**src/hw/rtl/stmd_pkg.sv**
```systemverilog
// Shared types, codes, sizes and the glyph font for the scrolling text matrix driver.
`timescale 1ns / 1ps
`default_nettype none
package stmd_pkg;

  // Default size of the text store, in characters
  localparam int TEXT_DEPTH_DEFAULT = 64;

  // Field widths of the channels
  localparam int OP_W        = 1;
  localparam int CHAR_IDX_W  = 6;
  localparam int GLYPH_W     = 5;
  localparam int ROW_W       = 3;
  localparam int COL_W       = 5;
  localparam int CFG_IDX_W   = 8;
  localparam int CFG_DATA_W  = 16;
  localparam int TEXT_LEN_W  = 7;
  localparam int FRAME_CNT_W = 16;
  localparam int SHIFT_W     = 3;

  // Item operations
  localparam logic [OP_W-1:0] OP_WRITE = 1'b0;
  localparam logic [OP_W-1:0] OP_TICK  = 1'b1;

  // Configuration register indexes
  localparam logic [CFG_IDX_W-1:0] REG_TEXT_LENGTH     = 8'd0;
  localparam logic [CFG_IDX_W-1:0] REG_FRAMES_PER_STEP = 8'd1;

  // Reset values of the configuration registers
  localparam logic [TEXT_LEN_W-1:0]  TEXT_LENGTH_RESET     = 7'd1;
  localparam logic [FRAME_CNT_W-1:0] FRAMES_PER_STEP_RESET = 16'd3500;

  // Scan geometry: rows run from ROW_LAST down to row 0
  localparam int                 NUM_ROWS   = 5;
  localparam logic [ROW_W-1:0]   ROW_LAST   = 3'd4;
  localparam logic [ROW_W-1:0]   ROW_FIRST  = 3'd0;
  localparam logic [SHIFT_W-1:0] SHIFT_LAST = 3'd4;
  localparam logic [SHIFT_W-1:0] GLYPH_COLS = 3'd5;

  localparam int                 NUM_GLYPHS = 28;
  localparam logic [GLYPH_W-1:0] GLYPH_MAX  = 5'd27;

  // Font: one 5-bit row pattern per glyph row, bit 0 is the leftmost column
  localparam logic [COL_W-1:0] FONT [NUM_GLYPHS][NUM_ROWS] = '{
    '{5'h00, 5'h00, 5'h00, 5'h00, 5'h00},  // space
    '{5'h11, 5'h11, 5'h00, 5'h11, 5'h0E},  // smiley
    '{5'h04, 5'h0A, 5'h0A, 5'h0E, 5'h0A},  // A
    '{5'h0E, 5'h0A, 5'h06, 5'h0A, 5'h0E},  // B
    '{5'h0E, 5'h02, 5'h02, 5'h02, 5'h0E},  // C
    '{5'h06, 5'h0A, 5'h0A, 5'h0A, 5'h06},  // D
    '{5'h0E, 5'h02, 5'h06, 5'h02, 5'h0E},  // E
    '{5'h0E, 5'h02, 5'h06, 5'h02, 5'h02},  // F
    '{5'h0E, 5'h02, 5'h0A, 5'h0A, 5'h0E},  // G
    '{5'h0A, 5'h0A, 5'h0E, 5'h0A, 5'h0A},  // H
    '{5'h0E, 5'h04, 5'h04, 5'h04, 5'h0E},  // I
    '{5'h08, 5'h08, 5'h08, 5'h0A, 5'h0E},  // J
    '{5'h0A, 5'h0A, 5'h06, 5'h0A, 5'h0A},  // K
    '{5'h02, 5'h02, 5'h02, 5'h02, 5'h0E},  // L
    '{5'h0A, 5'h0E, 5'h0E, 5'h0A, 5'h0A},  // M
    '{5'h02, 5'h0E, 5'h0A, 5'h0A, 5'h0A},  // N
    '{5'h0E, 5'h0A, 5'h0A, 5'h0A, 5'h0E},  // O
    '{5'h0E, 5'h0A, 5'h0E, 5'h02, 5'h02},  // P
    '{5'h0E, 5'h0A, 5'h0A, 5'h0A, 5'h0F},  // Q
    '{5'h0E, 5'h0A, 5'h06, 5'h0A, 5'h0A},  // R
    '{5'h0E, 5'h02, 5'h0E, 5'h08, 5'h0E},  // S
    '{5'h0E, 5'h04, 5'h04, 5'h04, 5'h04},  // T
    '{5'h0A, 5'h0A, 5'h0A, 5'h0A, 5'h0E},  // U
    '{5'h0A, 5'h0A, 5'h0A, 5'h0A, 5'h04},  // V
    '{5'h11, 5'h11, 5'h11, 5'h04, 5'h0A},  // W
    '{5'h0A, 5'h0A, 5'h04, 5'h0A, 5'h0A},  // X
    '{5'h0A, 5'h0A, 5'h04, 5'h04, 5'h04},  // Y
    '{5'h0E, 5'h08, 5'h04, 5'h02, 5'h0E}   // Z
  };

  // Glyph codes fetched ahead from the text store for the next frame rebuild
  typedef struct packed {
    logic [GLYPH_W-1:0] left_code;
    logic [GLYPH_W-1:0] right_code;
    logic               fresh;
  } stmd_glyph_pair_t;

  // Row pattern of a glyph; unknown codes draw blank
  function automatic logic [COL_W-1:0] font_row(input logic [GLYPH_W-1:0] code,
                                                input logic [ROW_W-1:0]   row);
    logic [COL_W-1:0] pattern;
    pattern = '0;
    if ((code <= GLYPH_MAX) && (row <= ROW_LAST)) begin
      pattern = FONT[code][row];
    end
    return pattern;
  endfunction

endpackage
`default_nettype wire

```
**src/hw/rtl/stmd_if.sv**
```systemverilog
// Channel interfaces: input items, result items and configuration writes.
`timescale 1ns / 1ps
`default_nettype none

interface stmd_in_if;
  import stmd_pkg::*;
  logic                  valid;
  logic                  ready;
  logic [OP_W-1:0]       op;
  logic [CHAR_IDX_W-1:0] char_index;
  logic [GLYPH_W-1:0]    glyph_code;
  modport source (output valid, output op, output char_index, output glyph_code,
                  input ready);
  modport sink   (input valid, input op, input char_index, input glyph_code,
                  output ready);
endinterface

interface stmd_out_if;
  import stmd_pkg::*;
  logic             valid;
  logic             ready;
  logic [ROW_W-1:0] row_index;
  logic [COL_W-1:0] column_drive;
  modport source (output valid, output row_index, output column_drive, input ready);
  modport sink   (input valid, input row_index, input column_drive, output ready);
endinterface

interface stmd_cfg_if;
  import stmd_pkg::*;
  logic                  valid;
  logic                  ready;
  logic [CFG_IDX_W-1:0]  index;
  logic [CFG_DATA_W-1:0] data;
  modport source (output valid, output index, output data, input ready);
  modport sink   (input valid, input index, input data, output ready);
endinterface

`default_nettype wire

```
**src/hw/rtl/stmd_text_mem.sv**
```systemverilog
// Text store RAM with a registered prefetch of the two glyph codes of the next rebuild.
`timescale 1ns / 1ps
`default_nettype none
module stmd_text_mem
  import stmd_pkg::*;
#(
  parameter int TEXT_DEPTH = TEXT_DEPTH_DEFAULT
) (
  input  wire logic                          clk,
  input  wire logic                          rst,
  input  wire logic                          wr_en,
  input  wire logic [CHAR_IDX_W-1:0]         wr_index,
  input  wire logic [GLYPH_W-1:0]            wr_code,
  input  wire logic [$clog2(TEXT_DEPTH)-1:0] left_addr,
  input  wire logic [$clog2(TEXT_DEPTH)-1:0] right_addr,
  output stmd_glyph_pair_t                   glyphs
);

  localparam int AW = $clog2(TEXT_DEPTH);
  localparam int XW = (AW > CHAR_IDX_W) ? AW : CHAR_IDX_W;

  logic [GLYPH_W-1:0] text_ram [TEXT_DEPTH];
  logic [XW-1:0]      wr_index_x;
  logic [AW-1:0]      wr_addr;
  logic               wr_hit;
  logic [GLYPH_W-1:0] left_code;
  logic [GLYPH_W-1:0] right_code;
  logic [AW-1:0]      left_rd_addr;
  logic [AW-1:0]      right_rd_addr;

  // Drop writes beyond the store
  assign wr_index_x = XW'(wr_index);
  assign wr_addr    = wr_index_x[AW-1:0];
  assign wr_hit     = wr_en && (int'(wr_index) < TEXT_DEPTH);

  // Write port
  always_ff @(posedge clk) begin
    if (wr_hit) begin
      text_ram[wr_addr] <= wr_code;
    end
  end

  // Read both codes every cycle, forwarding a write to the same entry
  always_ff @(posedge clk) begin
    left_code  <= (wr_hit && (wr_addr == left_addr))  ? wr_code : text_ram[left_addr];
    right_code <= (wr_hit && (wr_addr == right_addr)) ? wr_code : text_ram[right_addr];
  end

  // Track which addresses the read data belongs to
  always_ff @(posedge clk) begin
    if (rst) begin
      left_rd_addr  <= '0;
      right_rd_addr <= '0;
    end else begin
      left_rd_addr  <= left_addr;
      right_rd_addr <= right_addr;
    end
  end

  assign glyphs.left_code  = left_code;
  assign glyphs.right_code = right_code;
  assign glyphs.fresh      = (left_rd_addr == left_addr) && (right_rd_addr == right_addr);

endmodule
`default_nettype wire

```
**src/hw/rtl/stmd_scan.sv**
```systemverilog
// Row scan, frame counter, scroll position, frame buffer rebuild and result register.
`timescale 1ns / 1ps
`default_nettype none
module stmd_scan
  import stmd_pkg::*;
#(
  parameter int TEXT_DEPTH = TEXT_DEPTH_DEFAULT
) (
  input  wire logic                                 clk,
  input  wire logic                                 rst,
  stmd_in_if.sink                                   in_ch,
  stmd_out_if.source                                out_ch,
  input  wire logic [((($clog2(TEXT_DEPTH + 1)) > TEXT_LEN_W) ?
                      ($clog2(TEXT_DEPTH + 1)) : TEXT_LEN_W)-1:0] eff_length,
  input  wire logic [FRAME_CNT_W-1:0]               frame_limit,
  input  wire stmd_glyph_pair_t                     glyphs,
  output logic [$clog2(TEXT_DEPTH)-1:0]             left_addr,
  output logic [$clog2(TEXT_DEPTH)-1:0]             right_addr
);

  localparam int AW = $clog2(TEXT_DEPTH);
  localparam int LW = $clog2(TEXT_DEPTH + 1);
  localparam int CW = (LW > TEXT_LEN_W) ? LW : TEXT_LEN_W;

  logic [ROW_W-1:0]       scan_row;
  logic [FRAME_CNT_W-1:0] frame_count;
  logic [AW-1:0]          scroll_char_pos;
  logic [SHIFT_W-1:0]     scroll_shift;
  logic [COL_W-1:0]       frame_rows [NUM_ROWS];
  logic [COL_W-1:0]       frame_rows_next [NUM_ROWS];

  logic                   out_valid;
  logic [ROW_W-1:0]       out_row;
  logic [COL_W-1:0]       out_col;

  logic                   out_free;
  logic                   in_accept;
  logic                   tick;
  logic                   frame_end;
  logic [FRAME_CNT_W-1:0] frame_count_inc;
  logic                   rebuild;
  logic                   pos_ok;
  logic [AW-1:0]          left_pos;
  logic [CW-1:0]          left_inc;
  logic [AW-1:0]          right_pos;
  logic [SHIFT_W-1:0]     shift_eff;

  // Handshake: the result register frees the input side; a row-0 item waits for the prefetch
  assign out_free    = !out_valid || out_ch.ready;
  assign in_ch.ready = out_free && (glyphs.fresh || (scan_row != ROW_FIRST));
  assign in_accept   = in_ch.valid && in_ch.ready;
  assign tick        = in_accept && (in_ch.op == OP_TICK);

  // Frame counting at the end of each full scan
  assign frame_end       = tick && (scan_row == ROW_FIRST);
  assign frame_count_inc = frame_count + 1'b1;
  assign rebuild         = frame_end && (frame_count_inc >= frame_limit);

  // Scroll position, restarting when the text has shrunk below it
  assign pos_ok     = CW'(scroll_char_pos) < eff_length;
  assign left_pos   = pos_ok ? scroll_char_pos : '0;
  assign shift_eff  = pos_ok ? scroll_shift : '0;
  assign left_inc   = CW'(left_pos) + 1'b1;
  assign right_pos  = (left_inc >= eff_length) ? '0 : left_inc[AW-1:0];
  assign left_addr  = left_pos;
  assign right_addr = right_pos;

  // Compose each frame row from the two neighboring glyphs
  always_comb begin
    logic [2*COL_W-1:0] left_bits;
    logic [2*COL_W-1:0] right_bits;
    logic [2*COL_W-1:0] merged;
    for (int r = 0; r < NUM_ROWS; r++) begin
      left_bits  = {{COL_W{1'b0}}, font_row(glyphs.left_code, ROW_W'(r))};
      right_bits = {{COL_W{1'b0}}, font_row(glyphs.right_code, ROW_W'(r))};
      merged     = (left_bits >> shift_eff) | (right_bits << (GLYPH_COLS - shift_eff));
      frame_rows_next[r] = merged[COL_W-1:0];
    end
  end

  // Scan, frame and scroll state
  always_ff @(posedge clk) begin
    if (rst) begin
      scan_row        <= ROW_LAST;
      frame_count     <= '0;
      scroll_char_pos <= '0;
      scroll_shift    <= '0;
      for (int r = 0; r < NUM_ROWS; r++) begin
        frame_rows[r] <= '0;
      end
    end else if (tick) begin
      if (scan_row == ROW_FIRST) begin
        scan_row <= ROW_LAST;
      end else begin
        scan_row <= scan_row - 1'b1;
      end
      if (frame_end) begin
        frame_count <= rebuild ? '0 : frame_count_inc;
      end
      if (rebuild) begin
        frame_rows <= frame_rows_next;
        if (shift_eff == SHIFT_LAST) begin
          scroll_shift    <= '0;
          scroll_char_pos <= right_pos;
        end else begin
          scroll_shift    <= shift_eff + 1'b1;
          scroll_char_pos <= left_pos;
        end
      end
    end
  end

  // Result register
  always_ff @(posedge clk) begin
    if (rst) begin
      out_valid <= 1'b0;
    end else if (out_free) begin
      out_valid <= tick;
    end
  end

  always_ff @(posedge clk) begin
    if (tick) begin
      out_row <= scan_row;
      out_col <= ~frame_rows[scan_row];
    end
  end

  assign out_ch.valid        = out_valid;
  assign out_ch.row_index    = out_row;
  assign out_ch.column_drive = out_col;

`ifndef SYNTH
  // A result never gets overwritten while it still waits
  assert property (@(posedge clk) disable iff (rst) out_valid && !out_ch.ready |-> !tick)
    else $error("stmd_scan: tick taken while result stalled");

  // A full scan wraps back to the last row
  assert property (@(posedge clk) disable iff (rst) frame_end |=> scan_row == ROW_LAST)
    else $error("stmd_scan: scan did not wrap after row 0");

  // A rebuild only uses glyph codes fetched for the current position
  assert property (@(posedge clk) disable iff (rst) rebuild |-> glyphs.fresh)
    else $error("stmd_scan: rebuild with stale glyph codes");

  // Column shift stays inside one glyph
  assert property (@(posedge clk) disable iff (rst) scroll_shift <= SHIFT_LAST)
    else $error("stmd_scan: scroll shift out of range");

  // Each accepted tick yields a result on the next cycle
  assert property (@(posedge clk) disable iff (rst) tick |=> out_valid)
    else $error("stmd_scan: tick produced no result");
`endif

endmodule
`default_nettype wire

```
**src/hw/rtl/scrolling_text_matrix_driver_top.sv**
```systemverilog
// Top level of the scrolling text matrix driver: configuration registers and wiring.
`timescale 1ns / 1ps
`default_nettype none
// Drives a 5x5 LED matrix with a scrolling circular text. A write item (op 0) stores
// a glyph code in the text RAM and returns nothing; a tick item (op 1) scans one row,
// 4 down to 0, and returns that row's active-low column pattern. After frames_per_step
// full frames the frame buffer is rebuilt at the current scroll position, which then
// moves one column. A tick's result sits in the output register the cycle after the
// tick is taken, and one transaction is taken per clock while the result side keeps
// up. The input holds while a result waits in the output register with out_ch.ready
// low. Apart from that, the only hold is on any item offered while row 0 is next, right
// after a text_length write that moves the read addresses, while the two glyph codes are
// fetched again from the text RAM's registered read ports. The text RAM is not cleared:
// write every character of the text before the first scroll step reads it.
module scrolling_text_matrix_driver_top
  import stmd_pkg::*;
#(
  parameter int TEXT_DEPTH = TEXT_DEPTH_DEFAULT
) (
  input  wire logic   clk,
  input  wire logic   rst,
  stmd_in_if.sink     in_ch,
  stmd_out_if.source  out_ch,
  stmd_cfg_if.sink    cfg_ch
);

  localparam int AW = $clog2(TEXT_DEPTH);
  localparam int LW = $clog2(TEXT_DEPTH + 1);
  localparam int CW = (LW > TEXT_LEN_W) ? LW : TEXT_LEN_W;

  logic [TEXT_LEN_W-1:0]  text_length;
  logic [FRAME_CNT_W-1:0] frames_per_step;
  logic                   cfg_write;
  logic [CW-1:0]          length_x;
  logic [CW-1:0]          eff_length;
  logic [FRAME_CNT_W-1:0] frame_limit;
  logic                   text_write;
  logic [AW-1:0]          left_addr;
  logic [AW-1:0]          right_addr;
  stmd_glyph_pair_t       glyphs;

  // Configuration writes are always taken
  assign cfg_ch.ready = 1'b1;
  assign cfg_write    = cfg_ch.valid && cfg_ch.ready;

  always_ff @(posedge clk) begin
    if (rst) begin
      text_length     <= TEXT_LENGTH_RESET;
      frames_per_step <= FRAMES_PER_STEP_RESET;
    end else if (cfg_write) begin
      unique case (cfg_ch.index)
        REG_TEXT_LENGTH:     text_length     <= cfg_ch.data[TEXT_LEN_W-1:0];
        REG_FRAMES_PER_STEP: frames_per_step <= cfg_ch.data[FRAME_CNT_W-1:0];
        default: ;
      endcase
    end
  end

  // Clamp the length to 1..TEXT_DEPTH and the step period to at least one frame
  assign length_x    = CW'(text_length);
  assign eff_length  = (length_x == '0) ? CW'(1) :
                       (length_x > CW'(TEXT_DEPTH)) ? CW'(TEXT_DEPTH) : length_x;
  assign frame_limit = (frames_per_step == '0) ? FRAME_CNT_W'(1) : frames_per_step;

  // Character writes go straight to the text RAM
  assign text_write = in_ch.valid && in_ch.ready && (in_ch.op == OP_WRITE);

  stmd_text_mem #(
    .TEXT_DEPTH (TEXT_DEPTH)
  ) u_text_mem (
    .clk        (clk),
    .rst        (rst),
    .wr_en      (text_write),
    .wr_index   (in_ch.char_index),
    .wr_code    (in_ch.glyph_code),
    .left_addr  (left_addr),
    .right_addr (right_addr),
    .glyphs     (glyphs)
  );

  stmd_scan #(
    .TEXT_DEPTH (TEXT_DEPTH)
  ) u_scan (
    .clk         (clk),
    .rst         (rst),
    .in_ch       (in_ch),
    .out_ch      (out_ch),
    .eff_length  (eff_length),
    .frame_limit (frame_limit),
    .glyphs      (glyphs),
    .left_addr   (left_addr),
    .right_addr  (right_addr)
  );

endmodule
`default_nettype wire
```
**src/flat_wrapper.sv**
```systemverilog
// flat-port wrapper written by rule: the top's interface ports become plain ports
module scrolling_text_matrix_driver_top_flat import stmd_pkg::*;
#(
  parameter int TEXT_DEPTH = TEXT_DEPTH_DEFAULT
)
  (clk, rst, in_ch_valid, in_ch_op, in_ch_char_index, in_ch_glyph_code, in_ch_ready, out_ch_valid, out_ch_row_index, out_ch_column_drive, out_ch_ready, cfg_ch_valid, cfg_ch_index, cfg_ch_data, cfg_ch_ready);
  stmd_in_if in_ch_i ();
  stmd_out_if out_ch_i ();
  stmd_cfg_if cfg_ch_i ();
  input  wire logic clk;
  input  wire logic rst;
  input wire logic [$bits(in_ch_i.valid)-1:0] in_ch_valid;
  input wire logic [$bits(in_ch_i.op)-1:0] in_ch_op;
  input wire logic [$bits(in_ch_i.char_index)-1:0] in_ch_char_index;
  input wire logic [$bits(in_ch_i.glyph_code)-1:0] in_ch_glyph_code;
  output wire logic [$bits(in_ch_i.ready)-1:0] in_ch_ready;
  output wire logic [$bits(out_ch_i.valid)-1:0] out_ch_valid;
  output wire logic [$bits(out_ch_i.row_index)-1:0] out_ch_row_index;
  output wire logic [$bits(out_ch_i.column_drive)-1:0] out_ch_column_drive;
  input wire logic [$bits(out_ch_i.ready)-1:0] out_ch_ready;
  input wire logic [$bits(cfg_ch_i.valid)-1:0] cfg_ch_valid;
  input wire logic [$bits(cfg_ch_i.index)-1:0] cfg_ch_index;
  input wire logic [$bits(cfg_ch_i.data)-1:0] cfg_ch_data;
  output wire logic [$bits(cfg_ch_i.ready)-1:0] cfg_ch_ready;
  assign in_ch_i.valid = in_ch_valid;
  assign in_ch_i.op = in_ch_op;
  assign in_ch_i.char_index = in_ch_char_index;
  assign in_ch_i.glyph_code = in_ch_glyph_code;
  assign in_ch_ready = in_ch_i.ready;
  assign out_ch_valid = out_ch_i.valid;
  assign out_ch_row_index = out_ch_i.row_index;
  assign out_ch_column_drive = out_ch_i.column_drive;
  assign out_ch_i.ready = out_ch_ready;
  assign cfg_ch_i.valid = cfg_ch_valid;
  assign cfg_ch_i.index = cfg_ch_index;
  assign cfg_ch_i.data = cfg_ch_data;
  assign cfg_ch_ready = cfg_ch_i.ready;
  scrolling_text_matrix_driver_top #(.TEXT_DEPTH(TEXT_DEPTH)) u_core (.clk(clk), .rst(rst), .in_ch(in_ch_i), .out_ch(out_ch_i), .cfg_ch(cfg_ch_i));
endmodule
```
**config.mk**
```make
export PLATFORM = sky130hd
export DESIGN_NAME = scrolling_text_matrix_driver_top_flat
export DESIGN_NICKNAME = d
export VERILOG_FILES = /design/src/hw/rtl/stmd_pkg.sv /design/src/hw/rtl/stmd_if.sv /design/src/hw/rtl/stmd_text_mem.sv /design/src/hw/rtl/stmd_scan.sv /design/src/hw/rtl/scrolling_text_matrix_driver_top.sv /design/src/flat_wrapper.sv
export SDC_FILE = /design/constraint.sdc
export NUM_CORES = 1
export LEC_CHECK = 0
export BUFFER_PORTS_ARGS = -buffer_cell sky130_fd_sc_hd__buf_2
export CAP_MARGIN = 20
export CORE_MARGIN = 3
export CORE_UTILIZATION = 45
export DETAILED_ROUTE_END_ITERATION = 16
export PLACE_DENSITY = 0.69
export SYNTH_ARGS = -nofsm -noshare
export SYNTH_HDL_FRONTEND = slang
export SYNTH_SLANG_ARGS = --single-unit
```
**constraint.sdc**
```tcl
create_clock -name clk -period 6.39 [get_ports clk]
set_clock_uncertainty 0.2 [all_clocks]
set_input_delay 0.3195 -clock clk [delete_from_list [all_inputs] [get_ports clk]]
set_output_delay 0.3195 -clock clk [all_outputs]
set_load 0.05 [all_outputs]
```
==> metrics.md <==
| Metric | Value |
|---|---|
| Crit path launch type | flop |
| Avg Inst Size Synth | approximately 12 um^2 |
| Cell area after synthesis | 24,100 um^2 |
| Sequential area share after synthesis | 0.492 |
| DP Worst Slack | around 190 ps |
| Avg WL per Cell | ~27 um |
| LEAKAGE | 9.10 nW |
| DP Wirelength | 50.4 mm |
| Initial Utilization | 0.457 |
| Number of synthesized flops with an enable pin | about 330 |
| Die height | 238 um |
| Die ar. | 56,500 um^2 |
| CTS Sinks | 429 |
| Clk pwr share | 0.465 |
| Routed WL | 75.0 mm |
| DRC Markers | 0 |
| Post-Syn Instances | between 1.5k and 2k |
| Seq pwr share | 0.508 |
| Total track usage | 0.259 |
| Final Slew Violations | 0 |
| Layout cells sized above 1 | 0.196 |
| Initial drt markers | approximately 2.4k |
| Area Growth Syn to Fin | 12.5% |
| Filler cells | 4,488 |
| Placed Cells | about 2.7k |
| Drt pass-1 iters | 5 |
| VDD IR max | 0.228 mV |
| Commonest non-fill, non-tap cell in the layout | edfxtp_1 |
| Final ANT Viol Nets | 0 |
| Sw Share | 0.213 |
| CP Class | flop to flop |
| Sw Pwr | 0.00126 W |
| Final setup viols | 0 |
| Period minus WS final | 6030 ps |
| Root Driver | clkbuf_16 |
| Peak Freq | 166 MHz |
| Required time of the critical path | ~6600 ps |
| CTS buffer count | 45 |
| Yosys top cell by area | edfxtp_1 |
| Final cell count without fillers | 2,805 |
| Worst-Margin Slew | roughly 1100 ps |
| I/O pin total | 52 |
| FFs w/ async S/R, synth | 0 |
| Commonest non-fill, non-tap cells in the layout | 328 x edfxtp_1, 173 x mux2i_1, 125 x buf_4 |
| Final core occ | 0.514 |
| Input/output buffers | 50 |
| Largest net degree at the start of global routing | 82 |
| Power Density | about 220 nW/um^2 |
| Via count | 18.5k |
| Vias in the first global route | 17.6k |
| Critical path capture point type | flop |
| Synthesized flop and latch total | approximately 430 |
| Area fraction of the dominant cell type after synthesis | 0.408 |
| Hold Slack | approximately 60 ps |
| CTS Buffer Depth | 3 |
| Final Hold Violating Endpoints | 0 |
| Initial antenna violation count | 2 |
| Worst rel slew slack | 0.250 |
| Footprint of the multi-input gates | 11,300 um^2 |
| Site Rows | 84 |
| CTS tree | built |
| Skew-Pair Late Insertion Delay | around 600 ps |
| Main flop type after synthesis | edfxtp_1 |
| Ys Warns | 0 |
| Placer congestion estimate | 0.977 |
| Tot Pwr | 0.00594 W |
| Comb pwr share | 0.026 |
| Setup ws final | 358 ps |
| Post-synth net total | just over 2k |
| CP Max Fanout | 7 |
| Register area | approximately 12,000 um^2 |
| Internal Pwr Total | 0.00467 W |
| MaxCap Viol Count | 0 |
| Nets | approximately 2.2k |
| Die width | 238 um |
| Htree depth | 2 |
| DR vias/cell | about 6.6 |
| Core Area | 52,900 um^2 |
| Top cells by area, synth | edfxtp_1 41%, mux4_2 9.1%, dfxtp_1 8.4% |
| Total congestion overflow | 0 |
| Period utilization | 0.944 |
| Status | complete, no violations |
| First-pass GRT wire length | about 110 mm |
| Clock slew at reported path FFs | 60 ps |
| Worst EP arrival | roughly 6300 ps |
| Worst R2R Setup Slack | 360 ps |
| Post-synthesis cell type count | 116 |
| Hold Path Class | primary input to flop |
==> registers in the layout, summed over array words and instances (netlist names), named ones only <==
name	cells
u_core.frames_per_step	16
u_core.length_x	7
u_core.u_scan.frame_count	16
u_core.u_scan.frame_rows	25
u_core.u_scan.out_ch.column_drive	5
u_core.u_scan.out_ch.row_index	3
u_core.u_scan.out_ch.valid	1
u_core.u_scan.scan_row	3
u_core.u_scan.scroll_char_pos	6
u_core.u_scan.scroll_shift	3
u_core.u_text_mem.left_rd_addr	6
u_core.u_text_mem.right_rd_addr	6
u_core.u_text_mem.text_ram	320
==> synthesized netlist by cell type (24+ instances only) <==
| master | n |
|---|---|
| edfxtp_1 | 328 |
| a22oi_1 | 59 |
| inv_1 | 47 |
| buf_2 | 35 |
| dfxtp_1 | 101 |
| mux4_2 | 98 |
| o21bai_1 | 24 |
| ha_1 | 49 |
| a21oi_1 | 66 |
| nor2b_1 | 27 |
| o21ai_0 | 58 |
| mux2i_1 | 173 |
| nor2_1 | 122 |
| nor3_1 | 100 |
| nand3_1 | 60 |
| nand2_1 | 117 |
| clkbuf_1 | 47 |
==> logic make-up after synthesis <==
kind of cell,count (synthesis),synth area share
DFF,429,0.492
AOI/OAI and AO/OA,410,0.124
and+or+nand+nor,572,0.121
muxes,293,0.180
adders and majority gates,49,0.0254
buffers and inverters,192,0.0436
xor gates and xnor gates,36,0.0139
other,1,0.000155
==> area by class of cell <==
type                       instances  share of cell area
inverter                          50             0.00710
antenna                            1           0.0000921
timing repair buffer             193              0.0511
multi-input combinational       1363               0.416
tap                              688              0.0317
clock buffer                      52              0.0424
clock inverter                    29              0.0141
sequential                       429               0.438
==> per-stage QoR <==
stage | setup TNS (ps) | cell area (um^2)
2_1_floorplan | 0 | 24100
3_3_place_gp | 0 | 25400
3_5_place_dp | 0 | 25400
4_1_cts | 0 | 27100
5_1_grt | -2.49 | 27200
6_report | 0 | 27200
==> what timing repair did <==
item | in CTS | in global routing
hold buffers | 16 | 0
setup buffers | 1 | 5
hold endpoints to repair | 23 | 0
pin swaps | 1 | 1
gates resized for setup | 2 | 7
endpoints found under the setup margin | 1 | 210
gates cloned | 1 | 1
==> worst max-delay path, stage by stage, from the launching register on <==
cell and delay, ps:
dfxtp_1 350, inv_1 170, nand2_1 110, ha_1 330
nand4b_1 230, a211o_1 340, nand4_1 240, inv_2 100
ha_1 260, nand3_1 180, xor2_2 220, nor2_1 80
ha_1 300, and4_1 240, a21o_2 290, a221o_1 440
or3_1 430, nor3_2 230, nand2_1 250, a2111oi_0 630
buf_4 230, a21oi_1 60
==> routing by layer <==
layer  vias up  global-route usage  part of all wire
met2      1230               0.405              0.46
met3       188              0.0565              0.11
met1      9135               0.356              0.39
li1       7987                   -                 -
met5         -                   0           0.00031
met4         4              0.0988             0.039
==> final timing paths <==
path	start	endpoint	depth (start not counted)
worst min register to register	u_core.frames_per_step[11]	u_core.frames_per_step[11]	1
worst max register to register	u_core.length_x[6]	u_core.u_scan.frame_rows[11]	21
worst max-delay path	u_core.length_x[6]	u_core.u_scan.frame_rows[11]	21
worst min-delay path	cfg_ch_index[0]	u_core.length_x[4]	4
==> power by group through the flow <==
stage	registers (W)	logic (W)	clock network [W]
after CTS	0.00302	0.000153	0.00278
after global placement	0.00308	0.000141	0
after floorplan	0.00308	0.0000615	0
after detailed placement	0.00308	0.000144	0
final	0.00302	0.000157	0.00276
after global routing	0.00302	0.000166	0.00290
Power figures use the tool's default switching activity.
